File: src/rtl/qrs_pkg.sv
package qrs_pkg;

  localparam int COEF_WIDTH = 32;
  localparam int FRAC_BITS  = 16;

  // derived widths
  localparam int DMW  = 2 * COEF_WIDTH + 1;   // discriminant magnitude
  localparam int DSW  = DMW + 1;              // signed discriminant
  localparam int SW   = COEF_WIDTH + 1;       // square root
  localparam int RADW = 2 * SW;               // padded radicand
  localparam int REMW = SW + 2;               // root remainder
  localparam int NMW  = COEF_WIDTH + 2;       // numerator magnitude
  localparam int NW   = NMW + FRAC_BITS;      // scaled numerator / quotient
  localparam int DVW  = COEF_WIDTH + 1;       // divisor

  localparam logic [1:0] CNT_NONE = 2'd0;
  localparam logic [1:0] CNT_ONE  = 2'd1;
  localparam logic [1:0] CNT_TWO  = 2'd2;
  localparam logic [1:0] CNT_INF  = 2'd3;

  typedef struct packed {
    logic signed [COEF_WIDTH-1:0] quad_coef;
    logic signed [COEF_WIDTH-1:0] lin_coef;
    logic signed [COEF_WIDTH-1:0] const_coef;
  } coef_in_t;

  typedef struct packed {
    logic [1:0]                   root_count;
    logic signed [COEF_WIDTH-1:0] first_root;
    logic signed [COEF_WIDTH-1:0] second_root;
    logic                         overflow;
  } root_out_t;

  typedef struct packed {
    logic [1:0]            count;
    logic                  nb_neg;
    logic [COEF_WIDTH-1:0] nb_mag;
    logic                  den_neg;
    logic [DVW-1:0]        den_mag;
  } side_t;

  typedef struct packed {
    logic [RADW-1:0] rad;
    logic [REMW-1:0] rem;
    logic [SW-1:0]   root;
    side_t           side;
  } sqrt_t;

  typedef struct packed {
    logic           neg;
    logic [NW-1:0]  num;
    logic [DVW-1:0] rem;
    logic [NW-1:0]  quo;
  } lane_t;

  typedef struct packed {
    logic [1:0]     count;
    logic [DVW-1:0] den_mag;
    lane_t          lane1;
    lane_t          lane2;
  } div_t;

endpackage

File: src/rtl/qrs_sqrt_cell.sv
module qrs_sqrt_cell (
  input  logic          clk,
  input  logic          rst_n,
  input  logic          up_valid,
  input  qrs_pkg::sqrt_t up_data,
  output logic          up_ready,
  output logic          dn_valid,
  output qrs_pkg::sqrt_t dn_data,
  input  logic          dn_ready
);

  logic           v_r;
  qrs_pkg::sqrt_t d_r;
  qrs_pkg::sqrt_t d_nxt;
  logic [qrs_pkg::REMW-1:0] rem2;
  logic [qrs_pkg::REMW-1:0] trial;

  assign up_ready = !v_r || dn_ready;
  assign dn_valid = v_r;
  assign dn_data  = d_r;

  // one root bit: bring down two radicand bits, trial subtract
  always_comb begin
    rem2  = {up_data.rem[qrs_pkg::REMW-3:0], up_data.rad[qrs_pkg::RADW-1 -: 2]};
    trial = {up_data.root, 2'b01};
    d_nxt = up_data;
    d_nxt.rad = {up_data.rad[qrs_pkg::RADW-3:0], 2'b00};
    if (rem2 >= trial) begin
      d_nxt.rem  = rem2 - trial;
      d_nxt.root = {up_data.root[qrs_pkg::SW-2:0], 1'b1};
    end else begin
      d_nxt.rem  = rem2;
      d_nxt.root = {up_data.root[qrs_pkg::SW-2:0], 1'b0};
    end
  end

  always_ff @(posedge clk) begin
    if (!rst_n) begin
      v_r <= 1'b0;
    end else if (up_ready) begin
      v_r <= up_valid;
    end
  end

  always_ff @(posedge clk) begin
    if (up_ready && up_valid) begin
      d_r <= d_nxt;
    end
  end

endmodule

File: config.mk
export PLATFORM = sky130hd
export DESIGN_NAME = qrs_sqrt_cell
export DESIGN_NICKNAME = d
export VERILOG_FILES = /design/src/rtl/qrs_pkg.sv /design/src/rtl/qrs_sqrt_cell.sv
export SDC_FILE = /design/constraint.sdc
export NUM_CORES = 1
export LEC_CHECK = 0
export ABC_AREA = 1
export BUFFER_PORTS_ARGS = -buffer_cell sky130_fd_sc_hd__buf_4
export CORE_MARGIN = 5
export CORE_UTILIZATION = 38
export CTS_CLUSTER_SIZE = 10
export DETAILED_ROUTE_END_ITERATION = 6
export GPL_TIMING_DRIVEN = 0
export PLACE_DENSITY = 0.66
export SLEW_MARGIN = 20
export SYNTH_ARGS = -nofsm -noshare
export SYNTH_HDL_FRONTEND = slang
export SYNTH_SLANG_ARGS = --single-unit
File: constraint.sdc
create_clock -name clk -period 26.8 [get_ports clk]
set_clock_uncertainty 0.15 [all_clocks]
set_input_delay 2.68 -clock clk [delete_from_list [all_inputs] [get_ports clk]]
set_output_delay 2.68 -clock clk [all_outputs]
set_load 0.01 [all_outputs]
==> Word-level counts from Yosys, hierarchy flattened <==
Index checks and enable logic that the tools add are counted.
{ "totals": {"reg_bits": 202, "output_inout_bits": 205, "elab_cells": 15} }
{ "op_classes": {"add_sub_neg": 1, "order_cmp": 1, "n_mux": 1, "reduce_logical": 3} }
{ "ops": {"columns": ["cell", "count"], "rows": [
  ["2-to-1 mux 68 bit", 1],
  ["greater-or-equal comparator 35 bit", 1],
  ["subtractor 35 bit", 1],
  ["logical AND 1 bit", 1],
  ["logical NOT 1 bit", 1],
  ["logical OR 1 bit", 1]
]} }

==> Longest topological paths before layout <==
{ "logic_depth": {"ltp_word": 3, "ltp_mapped": 16, "mapped_depth_nobuf": 15} }

==> Worst setup path before layout <==
Ideal clock, no wire load.
{ "synth_path": {"path_type": "input to register", "from": "input up_valid", "to": "register d_r, in the netlist dn_data[0] (enable)", "setup_ps": 829, "arrival_ps": 12366, "setup_slack_ps": 13455, "stages": 2, "path_cell_list": "inv_1 > a21oi_1"} }
{ "synth_via": {"elab_chain_cells": 1} }
{ "synth_lines": {"columns": ["element", "line_no", "rtl"], "rows": [
  ["start: declaration", "qrs_sqrt_cell.sv:4", "input logic up_valid,"],
  ["logical AND 1 bit", "qrs_sqrt_cell.sv:46", "if (up_ready && up_valid) begin"],
  ["end signal: assignment", "qrs_sqrt_cell.sv:47", "d_r <= d_nxt;"],
  ["end: declaration", "qrs_sqrt_cell.sv:13", "qrs_pkg::sqrt_t d_r;"]
]} }
Every way passes these cells.
A chain may end at the register's enable or synchronous reset.

==> Worst setup path in the final report <==
{ "layout_path": {"from": "input dn_ready", "to": "output up_ready"} }
{ "layout_via": {"elab_chain_cells": 1} }
{ "layout_lines": {"columns": ["element", "line_no", "rtl"], "rows": [
  ["start: declaration", "qrs_sqrt_cell.sv:9", "input logic dn_ready"],
  ["logical OR 1 bit", "qrs_sqrt_cell.sv:18", "assign up_ready = !v_r || dn_ready;"],
  ["end: declaration", "qrs_sqrt_cell.sv:6", "output logic up_ready,"]
]} }
Every way passes these cells.

==> summary.txt <==
Run status
  – Run status: complete, no violations

Floorplanning
  – Die Width: 168 um
  – Row count: 57
  – Total Die Area: 28200 um^2
  – IO Count: 412
  – Core area: 24400 um^2
  – Initial Utilization: 38.8%
  – Y dimension of the die: 168 um

Global route
  – Antenna violations before repair: 3
  – Total grt overflow: 0
  – Overall Global Routing Usage: 21.1%
  – Largest net degree at the start of global routing: 27
  – Via count of the first global-routing pass: 7653
  – First-pass GRT wire length: 45.5 mm

Detailed routing
  – Total length of routed met2 wires: 16.9 mm
  – Antenna-violating nets left: 0
  – Wl on met1: 11.0 mm
  – Total wire length: 31.1 mm
  – Vias: 7551
  – Initial DRC Count: 406
  – Routed length per placed instance: 18.7 um
  – Avg Vias per Cell: 4.54
  – DR top layer: met4
  – DRC violations left: 0
  – Total length of routed met3 wires: 2.48 mm
  – Number of search-and-repair iterations in the first detailed-routing pass: 5

Timing
  – Final count of hold timing violations: 0
  – Count of final setup violators: 0
  – Slew at the pin closest to its max-slew limit: 0.613 ns
  – Setup TNS: 0 ns
  – Maximum achievable frequency: 0.167 GHz
  – Minimum clock period after layout: 5.98 ns
  – Tcrit/Tclk final: 22.3%
  – Final Max Tran Viols: 0
  – Relative slew slack: 59.1%
  – Worst Slack Setup Final: 20.82 ns
  – Setup repair after global routing missed its margin: no

Worst setup path
  – Largest delay share family, worst path: buffers and inverters
  – Critical path's largest stage delay: 0.16 ns
  – Origin of the critical flop-to-flop path: dn_valid$_SDFFE_PN0N_
  – Cells on worst reg2reg path: 5
  – Worst R2R Setup Slack: 24.70 ns
  – Worst setup path class: in2out
  – Critical path fanouts, max: 2
  – Slowest-stage cell, CP: sky130_fd_sc_hd__buf_4
  – Category of the worst setup path capture point: output port
  – CP dominant cell by count: sky130_fd_sc_hd__buf_4
  – Worst EP required: 23.97 ns
  – Endpoint of the most critical register-to-register path: dn_data[130]$_DFFE_PP_
  – Number of buffers and inverters on the critical path: 3
  – List of cells traversed by the critical path: buf_4 > inv_1 > nand2_1 > buf_4
  – Data arrival, critical path: 3.15 ns
  – Critical Path Source Type: input pin

Clock network
  – Number of cells upsized or downsized after cts: 0
  – Clock tree buffer depth: 3
  – Clock sink count: 202
  – Library cell used as clock root buffer: sky130_fd_sc_hd__clkbuf_16
  – Postcts setup bufs: 0
  – Clock insertion delay at the later pin of the skew report: 0.50 ns
  – # H-tree levels: 1
  – Number of buffers created by CTS: 24
  – Clock-pin slew reported for the worst setup and hold paths after clock tree synthesis: 0.05 ns
  – Clock tree from TritonCTS: done
  – Post-cts hold buffer count: 0

Place
  – Routability congestion estimate: 0.931
  – Cell count after placement: 1622
  – Port Buffers: 407
  – Dpl hpwl: 26.1 mm
  – Pre-CTS setup slack: 20.82 ns

Pwr
  – Combinational group share of total power: 20.1%
  – Proportion of power drawn by flip-flops and latches: 45.7%
  – Clock share of power: 34.3%
  – Switch share: 25.3%
  – Highest ir drop seen on vdd: 46.8 uV
  – Total power density per cell area: 60.0 nW/um^2
  – Internal power contribution: 0.000624 W
  – P_leak: 6.64 nW
  – Switching power summed over all nets: 0.000211 W
  – Overall power of the completed layout: 0.000834 W

Yosys
  – Commonest cells in the synthesized netlist: 266 x sky130_fd_sc_hd__nand2_1, 201 x sky130_fd_sc_hd__edfxtp_1, 146 x sky130_fd_sc_hd__inv_1, 45 x sky130_fd_sc_hd__nor2_1
  – Synthesis-stage register bit count: 202
  – Top cells by area in the synthesized netlist: sky130_fd_sc_hd__edfxtp_1 64%, sky130_fd_sc_hd__nand2_1 11%, sky130_fd_sc_hd__inv_1 5.8%
  – Yosys synthesis warning count: 0
  – Synthesized instance count: 880
  – Number of enable flip-flop cells after synthesis: 201
  – Asr flop ratio synth: 0%
  – Per-instance average area after synthesis: 10.8 um^2
  – Cell taking the most area after synthesis: sky130_fd_sc_hd__edfxtp_1
  – Cell variety after synth: 32
  – Proportion of netlist area held by the largest area contributor: 63.8%
  – Synthesized cell area: 9460 um^2
  – Top flip-flop cell by instance count after synthesis: sky130_fd_sc_hd__edfxtp_1
  – Most common cell in the netlist: sky130_fd_sc_hd__nand2_1
  – Fraction of the yosys area taken by sequential cells: 64.0%

Hold path
  – Hold wc startpoint: dn_valid$_SDFFE_PN0N_
  – Worst-case hold path end point: dn_valid$_SDFFE_PN0N_
  – Path type of the worst min-delay path: reg2reg
  – Hold path cells: 2

Cells and area
  – Post-route insts no fill: 1662
  – Post-layout net count: 1566
  – Area Overhead vs Synth: 46.9%
  – Share of cells above drive strength 1: 39.1%
  – Fill cell instance count of the final layout: 2196

Job
  – Maxcap violations: 0
==> worst max-delay path by stage <==
stage          startpoint               endpoint  slack [ns]  cells after the start
2_1_floorplan    up_valid   dn_data[0]$_DFFE_PP_       13.46                      2
4_1_cts          dn_ready               up_ready       20.82                      4
5_1_grt          dn_ready               up_ready       20.80                      4
3_5_place_dp     dn_ready               up_ready       20.82                      4
6_report         dn_ready               up_ready       20.82                      4
3_3_place_gp     up_valid  dn_data[96]$_DFFE_PP_        9.33                      3
==> cell usage in the layout, fill, tap and decap left out, types with 3 or more instances in the layout <==
master	count
sky130_fd_sc_hd__ha_1	35
sky130_fd_sc_hd__clkbuf_16	25
sky130_fd_sc_hd__nor2_1	45
sky130_fd_sc_hd__nand4_1	4
sky130_fd_sc_hd__nor2_2	8
sky130_fd_sc_hd__inv_2	4
sky130_fd_sc_hd__a21oi_1	26
sky130_fd_sc_hd__buf_16	10
sky130_fd_sc_hd__o21ai_0	12
sky130_fd_sc_hd__diode_2	3
sky130_fd_sc_hd__clkbuf_1	9
sky130_fd_sc_hd__nand2_2	35
sky130_fd_sc_hd__buf_4	410
sky130_fd_sc_hd__xor2_1	17
sky130_fd_sc_hd__nand2_1	266
sky130_fd_sc_hd__inv_1	146
sky130_fd_sc_hd__o21bai_1	3
sky130_fd_sc_hd__buf_12	4
sky130_fd_sc_hd__edfxtp_1	201
sky130_fd_sc_hd__nor2_4	4
sky130_fd_sc_hd__nor3_1	5
sky130_fd_sc_hd__nand3_2	11
sky130_fd_sc_hd__nand3_1	31
==> power groups by stage <==
stage	Combinational [W]	Clock [W]	Sequential, W
after floorplan	0.0000711	0	0.000406
after global placement	0.000161	0	0.000397
after detailed placement	0.000169	0	0.000387
after CTS	0.000170	0.000295	0.000381
after global routing	0.000184	0.000310	0.000383
final	0.000168	0.000286	0.000381
==> worst min-delay path, cell delays in order (launching register included) <==
cell and delay, ns:
sky130_fd_sc_hd__dfxtp_1 0.36, sky130_fd_sc_hd__nand2_1 0.12, sky130_fd_sc_hd__a21boi_0 0.09
==> cells by family after synthesis <==
kind of cell               after synthesis  synth area share, %
DFF                                    202                 64.0
xor gates and xnor gates                18                 1.67
adders and majority gates               35                 4.63
buffers and inverters                  160                 7.21
AOI/OAI and AO/OA                       49                 2.83
other                                    1               0.0396
and+or+nand+nor                        415                 19.6
==> flip-flops by register name (all words and copies together), names as in the netlist <==
| signal | count |
|---|---|
| dn_valid | 1 |
| dn_data | 201 |
==> layer usage <==
| metal | track usage [%] | vias to the layer above |
|---|---|---|
| met2 | 40.4 | 258 |
| met3 | 5.11 | 41 |
| met4 | 5.72 | 0 |
| met5 | 0 | - |
| li1 | - | 3754 |
| met1 | 23.0 | 3498 |
==> layout make-up <==
type / instances / area (um^2) / area share, %
Inverter: 151 / 569 / 4.09
Buffer: 9 / 113 / 0.810
Tap cell: 324 / 405 / 2.92
Timing Repair Buffer: 417 / 3330 / 24.0
Multi-Input combinational cell: 519 / 2740 / 19.7
Sequential cell: 202 / 6060 / 43.6
Clock inverter: 2 / 8.76 / 0.0630
Clock buffer: 35 / 673 / 4.84
Antenna cell: 3 / 7.51 / 0.0540
==> metrics by stage <==
| step | hold slack (ns) | cell area (um^2) | utilization [%] |
|---|---|---|---|
| after floorplan | 0.445 | 9470 | - |
| after global placement | 0.369 | 12900 | 53.0 |
| after detailed placement | 0.459 | 13200 | 54.2 |
| after CTS | 0.472 | 13900 | 57.0 |
| after global routing | 0.518 | 13900 | 57.0 |
| final | 0.469 | 13900 | 57.0 |
Power figures use the tool's default switching activity.
