`config.mk`:
```
export PLATFORM = sky130hd
export DESIGN_NAME = qrs_div_cell
export DESIGN_NICKNAME = d
export VERILOG_FILES = /design/src/rtl/qrs_pkg.sv /design/src/rtl/qrs_div_cell.sv
export SDC_FILE = /design/constraint.sdc
export NUM_CORES = 1
export LEC_CHECK = 0
export ABC_AREA = 1
export BUFFER_PORTS_ARGS = -buffer_cell sky130_fd_sc_hd__buf_2
export CAP_MARGIN = 30
export CORE_AREA = 8 8 233 235
export DETAILED_ROUTE_END_ITERATION = 6
export DIE_AREA = 0 0 241 243
export HOLD_SLACK_MARGIN = 0.08
export SETUP_SLACK_MARGIN = 0.4
export SYNTH_ARGS = -nofsm -noshare
export SYNTH_HDL_FRONTEND = slang
export SYNTH_SLANG_ARGS = --single-unit
```
`constraint.sdc`:
```
create_clock -name clk -period 23.1 [get_ports clk]
set_input_delay 3.465 -clock clk [delete_from_list [all_inputs] [get_ports clk]]
set_output_delay 3.465 -clock clk [all_outputs]
set_load 0.005 [all_outputs]
```
`src/rtl/qrs_pkg.sv`:
```
package qrs_pkg;

  localparam int COEF_WIDTH = 32;
  localparam int FRAC_BITS  = 16;

  // derived widths
  localparam int DMW  = 2 * COEF_WIDTH + 1;   // discriminant magnitude
  localparam int DSW  = DMW + 1;              // signed discriminant
  localparam int SW   = COEF_WIDTH + 1;       // square root
  localparam int RADW = 2 * SW;               // padded radicand
  localparam int REMW = SW + 2;               // root remainder
  localparam int NMW  = COEF_WIDTH + 2;       // numerator magnitude
  localparam int NW   = NMW + FRAC_BITS;      // scaled numerator / quotient
  localparam int DVW  = COEF_WIDTH + 1;       // divisor

  localparam logic [1:0] CNT_NONE = 2'd0;
  localparam logic [1:0] CNT_ONE  = 2'd1;
  localparam logic [1:0] CNT_TWO  = 2'd2;
  localparam logic [1:0] CNT_INF  = 2'd3;

  typedef struct packed {
    logic signed [COEF_WIDTH-1:0] quad_coef;
    logic signed [COEF_WIDTH-1:0] lin_coef;
    logic signed [COEF_WIDTH-1:0] const_coef;
  } coef_in_t;

  typedef struct packed {
    logic [1:0]                   root_count;
    logic signed [COEF_WIDTH-1:0] first_root;
    logic signed [COEF_WIDTH-1:0] second_root;
    logic                         overflow;
  } root_out_t;

  typedef struct packed {
    logic [1:0]            count;
    logic                  nb_neg;
    logic [COEF_WIDTH-1:0] nb_mag;
    logic                  den_neg;
    logic [DVW-1:0]        den_mag;
  } side_t;

  typedef struct packed {
    logic [RADW-1:0] rad;
    logic [REMW-1:0] rem;
    logic [SW-1:0]   root;
    side_t           side;
  } sqrt_t;

  typedef struct packed {
    logic           neg;
    logic [NW-1:0]  num;
    logic [DVW-1:0] rem;
    logic [NW-1:0]  quo;
  } lane_t;

  typedef struct packed {
    logic [1:0]     count;
    logic [DVW-1:0] den_mag;
    lane_t          lane1;
    lane_t          lane2;
  } div_t;

endpackage

```
`src/rtl/qrs_div_cell.sv`:
```
module qrs_div_cell (
  input  logic          clk,
  input  logic          rst_n,
  input  logic          up_valid,
  input  qrs_pkg::div_t up_data,
  output logic          up_ready,
  output logic          dn_valid,
  output qrs_pkg::div_t dn_data,
  input  logic          dn_ready
);

  logic          v_r;
  qrs_pkg::div_t d_r;
  qrs_pkg::div_t d_nxt;

  function automatic qrs_pkg::lane_t step(qrs_pkg::lane_t l, logic [qrs_pkg::DVW-1:0] den);
    logic [qrs_pkg::DVW:0] rem2;
    logic [qrs_pkg::DVW:0] diff;
    logic                  ge;
    qrs_pkg::lane_t        r;
    rem2 = {l.rem, l.num[qrs_pkg::NW-1]};
    diff = rem2 - {1'b0, den};
    ge   = rem2 >= {1'b0, den};
    r     = l;
    r.num = {l.num[qrs_pkg::NW-2:0], 1'b0};
    r.rem = ge ? diff[qrs_pkg::DVW-1:0] : rem2[qrs_pkg::DVW-1:0];
    r.quo = {l.quo[qrs_pkg::NW-2:0], ge};
    return r;
  endfunction

  assign up_ready = !v_r || dn_ready;
  assign dn_valid = v_r;
  assign dn_data  = d_r;

  always_comb begin
    d_nxt       = up_data;
    d_nxt.lane1 = step(up_data.lane1, up_data.den_mag);
    d_nxt.lane2 = step(up_data.lane2, up_data.den_mag);
  end

  always_ff @(posedge clk) begin
    if (!rst_n) begin
      v_r <= 1'b0;
    end else if (up_ready) begin
      v_r <= up_valid;
    end
  end

  always_ff @(posedge clk) begin
    if (up_ready && up_valid) begin
      d_r <= d_nxt;
    end
  end

endmodule

```
After elaboration in Yosys (flattened, before gate mapping) --
Cells that the tools add are included.
Storage, ports and cells: bits in registers 302, bits of input ports 307, output and inout port bits 305, logic and storage cells 20
Operators by class: $add $sub $neg 2, order comparisons 2, muxes and demuxes 2, reduce and logical (&&, ||, !) cells 3
Operator list (count):
- 34-bit by 33-bit greater-or-equal comparator with 1-bit output | 2
- 33-bit 2-to-1 mux | 2
- 33-bit subtractor | 2
- 1-bit logical AND | 1
- 1-bit logical NOT | 1
- 1-bit logical OR | 1

Depth between registers and ports, before layout --
Gate-level depths: netlist of the first run.
depth after elaboration 3, gate-level depth with buffers 15

Worst setup path after synthesis of the first run --
OpenSTA, ideal clock, no wires.
path kind input to register, start point input up_valid, end point register d_r (netlist bit dn_data[0]), enable pin, data arrival time 17926 ps, required time 22037 ps, path slack 4112 ps, cell stages on the path 2, path buffers 0, path through inv_1 a21oi_1
Between the ends: word-level cells in the longest chain between the ends 1
RTL lines:
- start, declared | RTL line qrs_div_cell.sv:4 | input logic up_valid,
- 1-bit logical AND | RTL line qrs_div_cell.sv:50 | if (up_ready && up_valid) begin
- end signal, assigned | RTL line qrs_div_cell.sv:51 | d_r <= d_nxt;
- end, declared | RTL line qrs_div_cell.sv:13 | qrs_pkg::div_t d_r;
Every way passes these cells. A chain may end at the register's enable or synchronous reset.

Worst setup path after layout of the first run --
start point input dn_ready, end point output up_ready
Between the ends: word-level cells in the longest chain between the ends 1
RTL lines:
- start, declared | RTL line qrs_div_cell.sv:9 | input logic dn_ready
- 1-bit logical OR | RTL line qrs_div_cell.sv:31 | assign up_ready = !v_r || dn_ready;
- end, declared | RTL line qrs_div_cell.sv:6 | output logic up_ready,
Every way passes these cells.

==> results of run 1 <==
## sequential cells by signal (all words and copies together), names as in the netlist
register	flops
dn_data	301
dn_valid	1
## per-layer routing
layer | up-vias | global-route usage (%) | share of wire, %
met2 | 621 | 41.1 | 50
li1 | 6572 | - | -
met5 | - | 0 | 0.085
met4 | 10 | 8.67 | 3.9
met1 | 6260 | 25.5 | 37
met3 | 169 | 6.78 | 8.6
## cell usage in the layout (no fill, tap or decap), drive strengths merged
cell | netlist | final
nand3b | 19 | 19
inv | 288 | 291
dfxtp | 1 | 1
xor2 | 26 | 26
fa | 2 | 2
nand4 | 5 | 5
edfxtp | 301 | 301
a21boi | 1 | 1
nor3 | 18 | 18
xnor2 | 2 | 2
a21o | 4 | 4
clkinv | 1 | 18
and2 | 14 | 14
o21ai | 2 | 2
clkinvlp | 0 | 2
clkbuf | 2 | 43
nand2 | 595 | 595
conb | 1 | 2
nor2 | 85 | 85
or2 | 4 | 4
bufinv | 0 | 1
diode | 0 | 18
a21oi | 42 | 42
nand3 | 142 | 142
buf | 20 | 611
ha | 66 | 66
## cell type report
| cell class | instances | area share (%) |
|---|---|---|
| flip-flops and latches | 302 | 44.1 |
| clock inverters | 23 | 0.798 |
| repair buffers | 611 | 15.0 |
| well taps | 680 | 4.14 |
| diodes | 18 | 0.219 |
| inverters | 289 | 5.28 |
| clock buffers | 43 | 4.62 |
| multi-input cells | 1029 | 25.8 |
## through the flow
step           hold WS (ps)  area [um2]  std cells  setup slack, ps  util [%]
2_1_floorplan           523       15600       1642             4110         -
3_3_place_gp            534       19400       2911            15760      38.2
3_5_place_dp            554       19400       2911            15740      38.2
4_1_cts                 566       20500       2977            15740      40.4
5_1_grt                 587       20500       2991            15730      40.5
6_report                566       20500       2995            15740      40.5
## critical path: cells and delay by family
family,cells,cell delay [ps]
buf+inv,3,340
simple gates,1,80
## worst min-delay path by stage
stage	to	cells after the start
floorplan	dn_valid	2
global placement	dn_valid	2
global route	dn_valid	2
CTS	dn_valid	2
finish	dn_valid	2
detailed placement	dn_valid	2
## kinds of logic after synthesis
group / count (synthesis) / synth area share (%)
other cells: 1 / 0.0240
compound gates: 49 / 1.65
buf+inv: 311 / 8.06
flops: 302 / 58.0
fa+ha+maj: 68 / 5.55
simple gates: 882 / 25.1
xor+xnor: 28 / 1.57
## power by group
part           switching, mW  leakage [nW]  internal [mW]
combinational          0.178          6.78         0.0998
clock                  0.238         0.544          0.308
sequential            0.0123          2.92          0.655
==> impl_metrics.py, run 1 <==
metrics = {
    "grt": {
        "grtUsageTotal_pct": 23.1,
        "grt_pass1_vias": 13500,
        "grt_start_max_net_pins": 177,
        "grt_pass1_wl_um": 96700,
        "antenna_found_initial": 61,
        "grt_overflow": 0,
    },
    "timing": {
        "max_freq_mhz": 136,
        "slew_headroom_pct": 22.5,
        "setup_tns_ps": 0,
        "post-route-min-period_ps": 7360,
        "worstMarginPinSlew_ps": 1160,
        "final-setup-viol-count": 0,
        "drv_slew": 0,
        "period_share_pct": 31.8,
        "skew_ps": 20.6,
        "rsz0062_at_grt": "no",
        "hold_viol": 0,
    },
    "critical_path": {
        "cp_slowest_cell": "buf_2",
        "path_class": "in -> out",
        "cp_slowest_stage_delay_ps": 150,
        "r2r_slack_ps": 20660,
        "required_ps": 19640,
        "crit_chain": "buf_2 > inv_1 > nand2_1 > buf_2",
        "cp-end-kind": "output port",
        "r2r_start": "dn_valid",
        "reg2reg_depth": 3,
        "crit_path_frequent_cell": "buf_2",
        "arrival_ps": 3890,
        "crit_start": "dn_ready",
        "r2r-end": "dn_data[198]",
        "path_max_fanout": 2,
        "worstSetupEndpoint": "up_ready",
        "critPathLaunchType": "input port",
    },
    "layout": {
        "multi_input_area_mm2": 0.00531,
        "nets": 2645,
        "regArea_mm2": 0.00906,
        "fill_cells": 5204,
        "drive_above_1_share_pct": 32.0,
        "syn_to_final_growth_pct": 31.6,
    },
    "floorplan": {
        "die_h_um": 243,
        "start_util_pct": 30.8,
        "die-area_mm2": 0.0586,
        "core_area_mm2": 0.0507,
        "ios": 612,
        "die_w_um": 241,
        "fp-row-count": 83,
    },
    "clock_network": {
        "cts.sinks": 302,
        "cts_resized": 0,
        "clk_pin_slew_ps": 60,
        "cts_setup_buffers": 0,
        "hold_buffers": 0,
        "worstSkewPairLatency_ps": 560,
        "cts_tree": "built",
        "h-tree-depth": 2,
        "cts-root-buf": "clkbuf_16",
        "cts_buffer_depth": 3,
        "cts-buffers-inserted": 37,
    },
    "logic_synthesis": {
        "synth_top_area_share_pct": 57.9,
        "ys_types": 35,
        "async_flop_share_pct": 0,
        "yosys-top-cells-count": "nand2_1 (582), edfxtp_1 (301), inv_1 (283)",
        "synth_top_area_cell": "edfxtp_1",
        "ys_seq_area_share_pct": 58.0,
        "synthCells": 1641,
        "synth-main-ff-cell": "edfxtp_1",
        "synth.area.top_cells": "edfxtp_1 (58%), nand2_1 (14%), inv_1 (6.8%), ha_1 (5.3%), nand3_1 (3.6%)",
        "yosys_register_bits": 302,
        "netlist_area_mm2": 0.0156,
        "yosysWarnings": 0,
        "synth.most_common_cell": "nand2_1",
        "synth_edf_count": 301,
        "postSynthAreaPerCell_um2": 9.51,
    },
    "placed_design": {
        "io_buffers": 607,
        "place_hpwl_um": 60400,
        "routabilityCongestion": 0.933,
    },
    "drt": {
        "first_pass_iters": 5,
        "ant_nets": 0,
        "wl_per_cell_um": 23.6,
        "avgViaCountPerCell": 4.55,
        "wl_um": 70600,
        "first_iter_violations": 887,
        "drc": 0,
        "num_vias": 13600,
    },
    "hold_path": {
        "hp-class": "reg -> reg",
        "hp-start": "dn_valid",
    },
    "run": {
        "maxCapViolations": 0,
    },
    "power_and_ir_drop": {
        "p_leak_nw": 10.3,
        "power_mw": 1.49,
        "ir_drop_mv": 0.0481,
        "power.density_mw_per_mm2": 72.6,
    },
    "outcome": {
        "status": "finished clean",
    },
}
No activity file was read; power rests on OpenSTA's default activity.
==> inputs of run 2 (changes only) <==
--- a/config.mk
+++ b/config.mk
@@ -8,9 +8,9 @@
 export ABC_AREA = 1
 export BUFFER_PORTS_ARGS = -buffer_cell sky130_fd_sc_hd__buf_2
 export CAP_MARGIN = 30
-export CORE_AREA = 8 8 233 235
+export CORE_AREA = 8 8 232 234
 export DETAILED_ROUTE_END_ITERATION = 6
-export DIE_AREA = 0 0 241 243
+export DIE_AREA = 0 0 240 242
 export HOLD_SLACK_MARGIN = 0.08
 export SETUP_SLACK_MARGIN = 0.4
 export SYNTH_ARGS = -nofsm -noshare
==> constraint.sdc (replaced) <==
create_clock -name clk -period 6.5 [get_ports clk]
set_input_delay 0.975 -clock clk [delete_from_list [all_inputs] [get_ports clk]]
set_output_delay 0.975 -clock clk [all_outputs]
set_load 0.005 [all_outputs]
==> run 2 against run 1 <==
Compared with the run above:
- sequential share of layout area up 0.16 points
- clock skew down 7.2 ps
- hold slack better by 8.2 ps
- non-clock buffer count up 1
- cell count down 0.27%
- combinational power rose to 3.6 times the previous value
- routed wire length up 0.54%
- clock-buffer cell count up 1
- global-route usage up 0.33 points
- cell area down 0.37%
- die area down 0.82%
- sequential cell count unchanged
==> impl_metrics.py, run 2 (same netlist as run 1, synthesis figures left out) <==
metrics = {
    "outcome": {
        "status": "finished clean",
    },
    "clock_network": {
        "clk_pin_slew_ps": 60,
        "cts_resized": 0,
        "cts.sinks": 302,
        "cts_setup_buffers": 0,
        "h-tree-depth": 2,
        "cts_tree": "built",
        "cts-buffers-inserted": 35,
        "hold_buffers": 0,
        "worstSkewPairLatency_ps": 540,
        "cts_buffer_depth": 3,
        "cts-root-buf": "clkbuf_16",
    },
    "power_and_ir_drop": {
        "power.density_mw_per_mm2": 253,
        "p_leak_nw": 10.2,
        "ir_drop_mv": 0.192,
        "power_mw": 5.18,
    },
    "drt": {
        "num_vias": 13600,
        "drc": 0,
        "first_iter_violations": 877,
        "avgViaCountPerCell": 4.57,
        "wl_um": 70900,
        "wl_per_cell_um": 23.8,
        "ant_nets": 0,
        "first_pass_iters": 5,
    },
    "layout": {
        "drive_above_1_share_pct": 31.8,
        "largest_reg_flops": 301,
        "finalNonFillerCells": 2987,
        "syn_to_final_growth_pct": 31.1,
        "mostFrequentLayoutCells": "buf_2 (607), nand2_1 (582), edfxtp_1 (301), inv_1 (281), nand3_1 (113)",
        "fill_cells": 5127,
        "final_core_util_pct": 40.5,
        "finalInstanceArea_mm2": 0.0205,
        "nets": 2644,
        "layout_commonest_cell": "buf_2",
    },
    "placed_design": {
        "io_buffers": 607,
        "routabilityCongestion": 0.921,
        "placed_cell_area_mm2": 0.0194,
        "place_hpwl_um": 61100,
        "dp.cells": 2912,
    },
    "floorplan": {
        "die_h_um": 242,
        "core_area_mm2": 0.0505,
        "fp-row-count": 83,
        "die-area_mm2": 0.0581,
        "start_util_pct": 30.9,
        "ios": 612,
        "die_w_um": 240,
    },
    "critical_path": {
        "cp_slowest_cell": "nor2_4",
        "arrival_ps": 3810,
        "cp_slowest_stage_delay_ps": 710,
        "critPathLaunchType": "input port",
        "path_max_fanout": 35,
        "cp-end-kind": "register",
        "crit_family": "simple AND/OR/NAND/NOR gates",
        "crit_path_frequent_cell": "nand2_1",
        "crit_chain": "buf_2 > inv_1 > ha_1 > nand2_1 > inv_2 > nand2_1 > nor3_2 > nand3_1 > nand2_1 > nor2_4 > nand2_8 > o21ai_0",
        "path_class": "in -> reg",
        "required_ps": 6830,
        "critical_path_buf_inv_count": 3,
    },
    "timing": {
        "slew_headroom_pct": 36.2,
        "drv_slew": 0,
        "hold_viol": 0,
        "max_freq_mhz": 287,
        "skew_ps": 13.4,
        "period_share_pct": 53.6,
        "post-route-min-period_ps": 3480,
        "worstMarginPinSlew_ps": 957,
        "final-setup-viol-count": 0,
        "setup_tns_ps": 0,
        "rsz0062_at_grt": "no",
    },
    "grt": {
        "grt_start_max_net_pins": 161,
        "grt_pass1_vias": 13700,
        "grt_overflow": 0,
        "grt_pass1_wl_um": 97600,
        "antenna_found_initial": 63,
        "grtUsageTotal_pct": 23.4,
    },
    "run": {
        "maxCapViolations": 0,
    },
    "hold_path": {
        "hp-class": "reg -> reg",
    },
}
-- run 2: through the flow --
stage / hold WS [ps] / setup WS [ps]
after detailed placement: 558 / 2440
final: 574 / 3020
after CTS: 554 / 3010
after global routing: 581 / 2820
after floorplan: 555 / 141
after global placement: 543 / 2510
-- run 2: area by class of cell --
cell class                      instances  area, um2  area share, %
Tap cell                              680        851           4.16
Clock inverter                         15       95.1          0.465
Multi-Input combinational cell       1029       5310           25.9
Antenna cell                           16       40.0          0.196
Clock buffer                           44        931           4.55
Inverter                              289       1090           5.34
Timing Repair Buffer                  612       3090           15.1
Sequential cell                       302       9060           44.3
-- run 2: per-layer routing --
| metal | global-route usage, % | share of wire, % | vias to the layer above |
|---|---|---|---|
| li1 | - | - | 6554 |
| met1 | 25.1 | 36 | 6334 |
| met2 | 43.4 | 51 | 584 |
| met3 | 6.56 | 8.5 | 167 |
| met4 | 7.71 | 3.9 | 4 |
| met5 | 0 | 0.032 | - |
-- run 2: path summary, 6_finish.rpt --
check	start	end	slack (ps)	cells past startpoint
worst max-delay path	up_data[282]	dn_data[50]	3020	12
worst min-delay path	dn_valid	dn_valid	570	2
worst max register to register	dn_valid	dn_data[274]	4290	3
worst min register to register	dn_valid	dn_valid	570	2
-- run 2: worst min-delay path, cell delays in order, from the launching register on --
cell and delay (ps):
dfxtp_1 340, nand2_1 100, a21boi_0 80
-- run 2: power breakdown --
part / internal (mW) / switching [mW] / total [mW] / leakage [nW]
sequential: 2.33 / 0.0390 / 2.37 / 2.92
combinational: 0.355 / 0.636 / 0.991 / 6.79
clock: 1.02 / 0.806 / 1.82 / 0.493
total: 3.70 / 1.48 / 5.18 / 10.2
==> inputs of run 3 (changes only) <==
--- a/config.mk
+++ b/config.mk
@@ -8,9 +8,9 @@
 export ABC_AREA = 1
 export BUFFER_PORTS_ARGS = -buffer_cell sky130_fd_sc_hd__buf_2
 export CAP_MARGIN = 30
-export CORE_AREA = 8 8 232 234
+export CORE_AREA = 8 8 233 235
 export DETAILED_ROUTE_END_ITERATION = 6
-export DIE_AREA = 0 0 240 242
+export DIE_AREA = 0 0 241 243
 export HOLD_SLACK_MARGIN = 0.08
 export SETUP_SLACK_MARGIN = 0.4
 export SYNTH_ARGS = -nofsm -noshare
==> constraint.sdc (replaced) <==
create_clock -name clk -period 3.3 [get_ports clk]
set_input_delay 0.495 -clock clk [delete_from_list [all_inputs] [get_ports clk]]
set_output_delay 0.495 -clock clk [all_outputs]
set_load 0.005 [all_outputs]
==> run 3 against run 2 <==
Compared with the run above:
- the run now ends with DRC left
- sequential power grew 97%
- global-route usage decreased by 0.22 points
- clock power grew 110%
- die area is 0.83% higher
- cell count up 0.37%
- register-to-register slack got worse by 2700 ps
- setup slack worse by 2000 ps
- hold slack got worse by 460 ps
- sequential cell count unchanged
- critical path type unchanged
- critical endpoint is now dn_data[189]
- highest routed layer unchanged
==> impl_metrics.py, run 3 (same netlist as run 1, synthesis figures left out) <==
metrics = {
    "clock_network": {
        "cts-buffers-inserted": 37,
        "h-tree-depth": 2,
        "cts_tree": "built",
        "clk_pin_slew_ps": 60,
        "cts_buffer_depth": 3,
        "cts_setup_buffers": 0,
        "worstSkewPairLatency_ps": 560,
        "hold_buffers": 0,
        "cts_resized": 0,
        "cts.sinks": 302,
        "cts-root-buf": "clkbuf_16",
    },
    "drt": {
        "drc": 4,
        "num_vias": 13600,
        "first_pass_iters": 7,
        "first_iter_violations": 841,
        "wl_um": 71000,
        "avgViaCountPerCell": 4.53,
        "ant_nets": 0,
        "wl_per_cell_um": 23.7,
    },
    "grt": {
        "antenna_found_initial": 47,
        "grt_overflow": 0,
        "grt_pass1_vias": 13500,
        "grtUsageTotal_pct": 23.2,
        "grt_start_max_net_pins": 107,
        "grt_pass1_wl_um": 97300,
    },
    "timing": {
        "slew_headroom_pct": 58.1,
        "period_share_pct": 68.1,
        "post-route-min-period_ps": 2250,
        "hold_ws_ps": 115,
        "skew_ps": 19.7,
        "setup_tns_ps": 0,
        "worstMarginPinSlew_ps": 629,
        "final-setup-viol-count": 0,
        "rsz0062_at_grt": "no",
        "hold_viol": 0,
        "drv_slew": 0,
        "max_freq_mhz": 445,
    },
    "power_and_ir_drop": {
        "power.density_mw_per_mm2": 509,
        "ir_drop_mv": 0.315,
        "power_mw": 10.5,
        "p_leak_nw": 10.3,
    },
    "floorplan": {
        "fp-row-count": 83,
        "ios": 612,
        "start_util_pct": 30.8,
        "die_w_um": 241,
        "die_h_um": 243,
        "die-area_mm2": 0.0586,
        "core_area_mm2": 0.0507,
    },
    "hold_path": {
        "hp-class": "in -> reg",
        "hold_path_end": "dn_data[224]",
        "min_path_cells": 1,
        "hp-start": "up_data[223]",
    },
    "run": {
        "maxCapViolations": 0,
    },
    "critical_path": {
        "r2r_slack_ps": 1640,
        "arrival_ps": 2660,
        "path_max_fanout": 27,
        "required_ps": 3710,
        "critPathLaunchType": "input port",
        "r2r-end": "dn_data[69]",
        "path_class": "in -> reg",
        "r2r_start": "dn_valid",
        "reg2reg_depth": 2,
        "cp-end-kind": "register",
    },
    "outcome": {
        "status": "finished with violations",
        "violations": "DRC",
    },
    "layout": {
        "nets": 2652,
        "finalInstanceArea_mm2": 0.0206,
        "largest_reg_flops": 301,
        "mostFrequentLayoutCells": "buf_2 (607), nand2_1 (582), edfxtp_1 (301), inv_1 (281), nand3_1 (113)",
        "syn_to_final_growth_pct": 32.2,
        "layout_commonest_cell": "buf_2",
        "fill_cells": 5200,
        "drive_above_1_share_pct": 32.1,
    },
    "placed_design": {
        "io_buffers": 607,
        "place_hpwl_um": 61100,
        "placed_cell_area_mm2": 0.0195,
        "routabilityCongestion": 0.941,
    },
}
[run 3: cell count changes in the layout (fill, tap and decap cells not counted), sizes merged]
cell | previous run | this run
buf | 612 | 618
diode | 16 | 13
bufinv | 0 | 1
clkbuf | 44 | 45
inv | 289 | 290
clkinvlp | 3 | 2
clkinv | 12 | 18
[run 3: critical path, stage by stage]
cell and delay, ps:
buf_2 110, inv_1 190, ha_1 340, nand2_1 140, inv_1 50, nand2_1 60
nand2_1 70, inv_1 70, nand3_2 110, nand2_2 90, nand2_2 60, nand2_2 190
buf_4 360, nand3_1 140, nand2_1 130
[run 3: per-stage QoR]
step                      cells  utilization [%]  setup slack [ps]
final                      2998             40.7              1050
after global routing       2992             40.7               890
after CTS                  2985             40.7              1060
after detailed placement   2918             38.4               488
after global placement     2918             38.4               524
after floorplan            1642                -             -2580
[run 3: power by group]
part	switching, mW	leakage [nW]	internal, mW	total (mW)
Sequential	0.0942	2.92	4.59	4.68
Combinational	1.25	6.82	0.708	1.95
Clock	1.66	0.554	2.21	3.87
[run 3: layout make-up]
cell class              count  area, um2  area share [%]
inverters                 289       1090            5.29
well taps                 680        851            4.12
flip-flops and latches    302       9060            43.9
multi-input cells        1029       5310            25.7
repair buffers            618       3160            15.3
clock inverters            22        163           0.788
clock buffers              45        977            4.74
diodes                     13       32.5           0.158
[run 3: worst max-delay path by stage]
stage / depth (start not counted) / slack, ps / to / startpoint
finish: 15 / 1050 / dn_data[189] / up_data[276]
global route: 13 / 890 / dn_data[52] / up_data[274]
CTS: 15 / 1060 / dn_data[189] / up_data[276]
detailed placement: 15 / 490 / dn_data[189] / up_data[276]
global placement: 15 / 520 / dn_data[189] / up_data[276]
floorplan: 2 / -2580 / dn_data[0] / dn_ready
[run 3: layer usage]
layer | vias up | track usage, % | wire length, um
li1 | 6566 | - | -
met1 | 6283 | 26.1 | 26900
met2 | 593 | 42.1 | 36200
met3 | 131 | 6.39 | 5870
met4 | 6 | 6.49 | 2020
met5 | - | 0 | 34
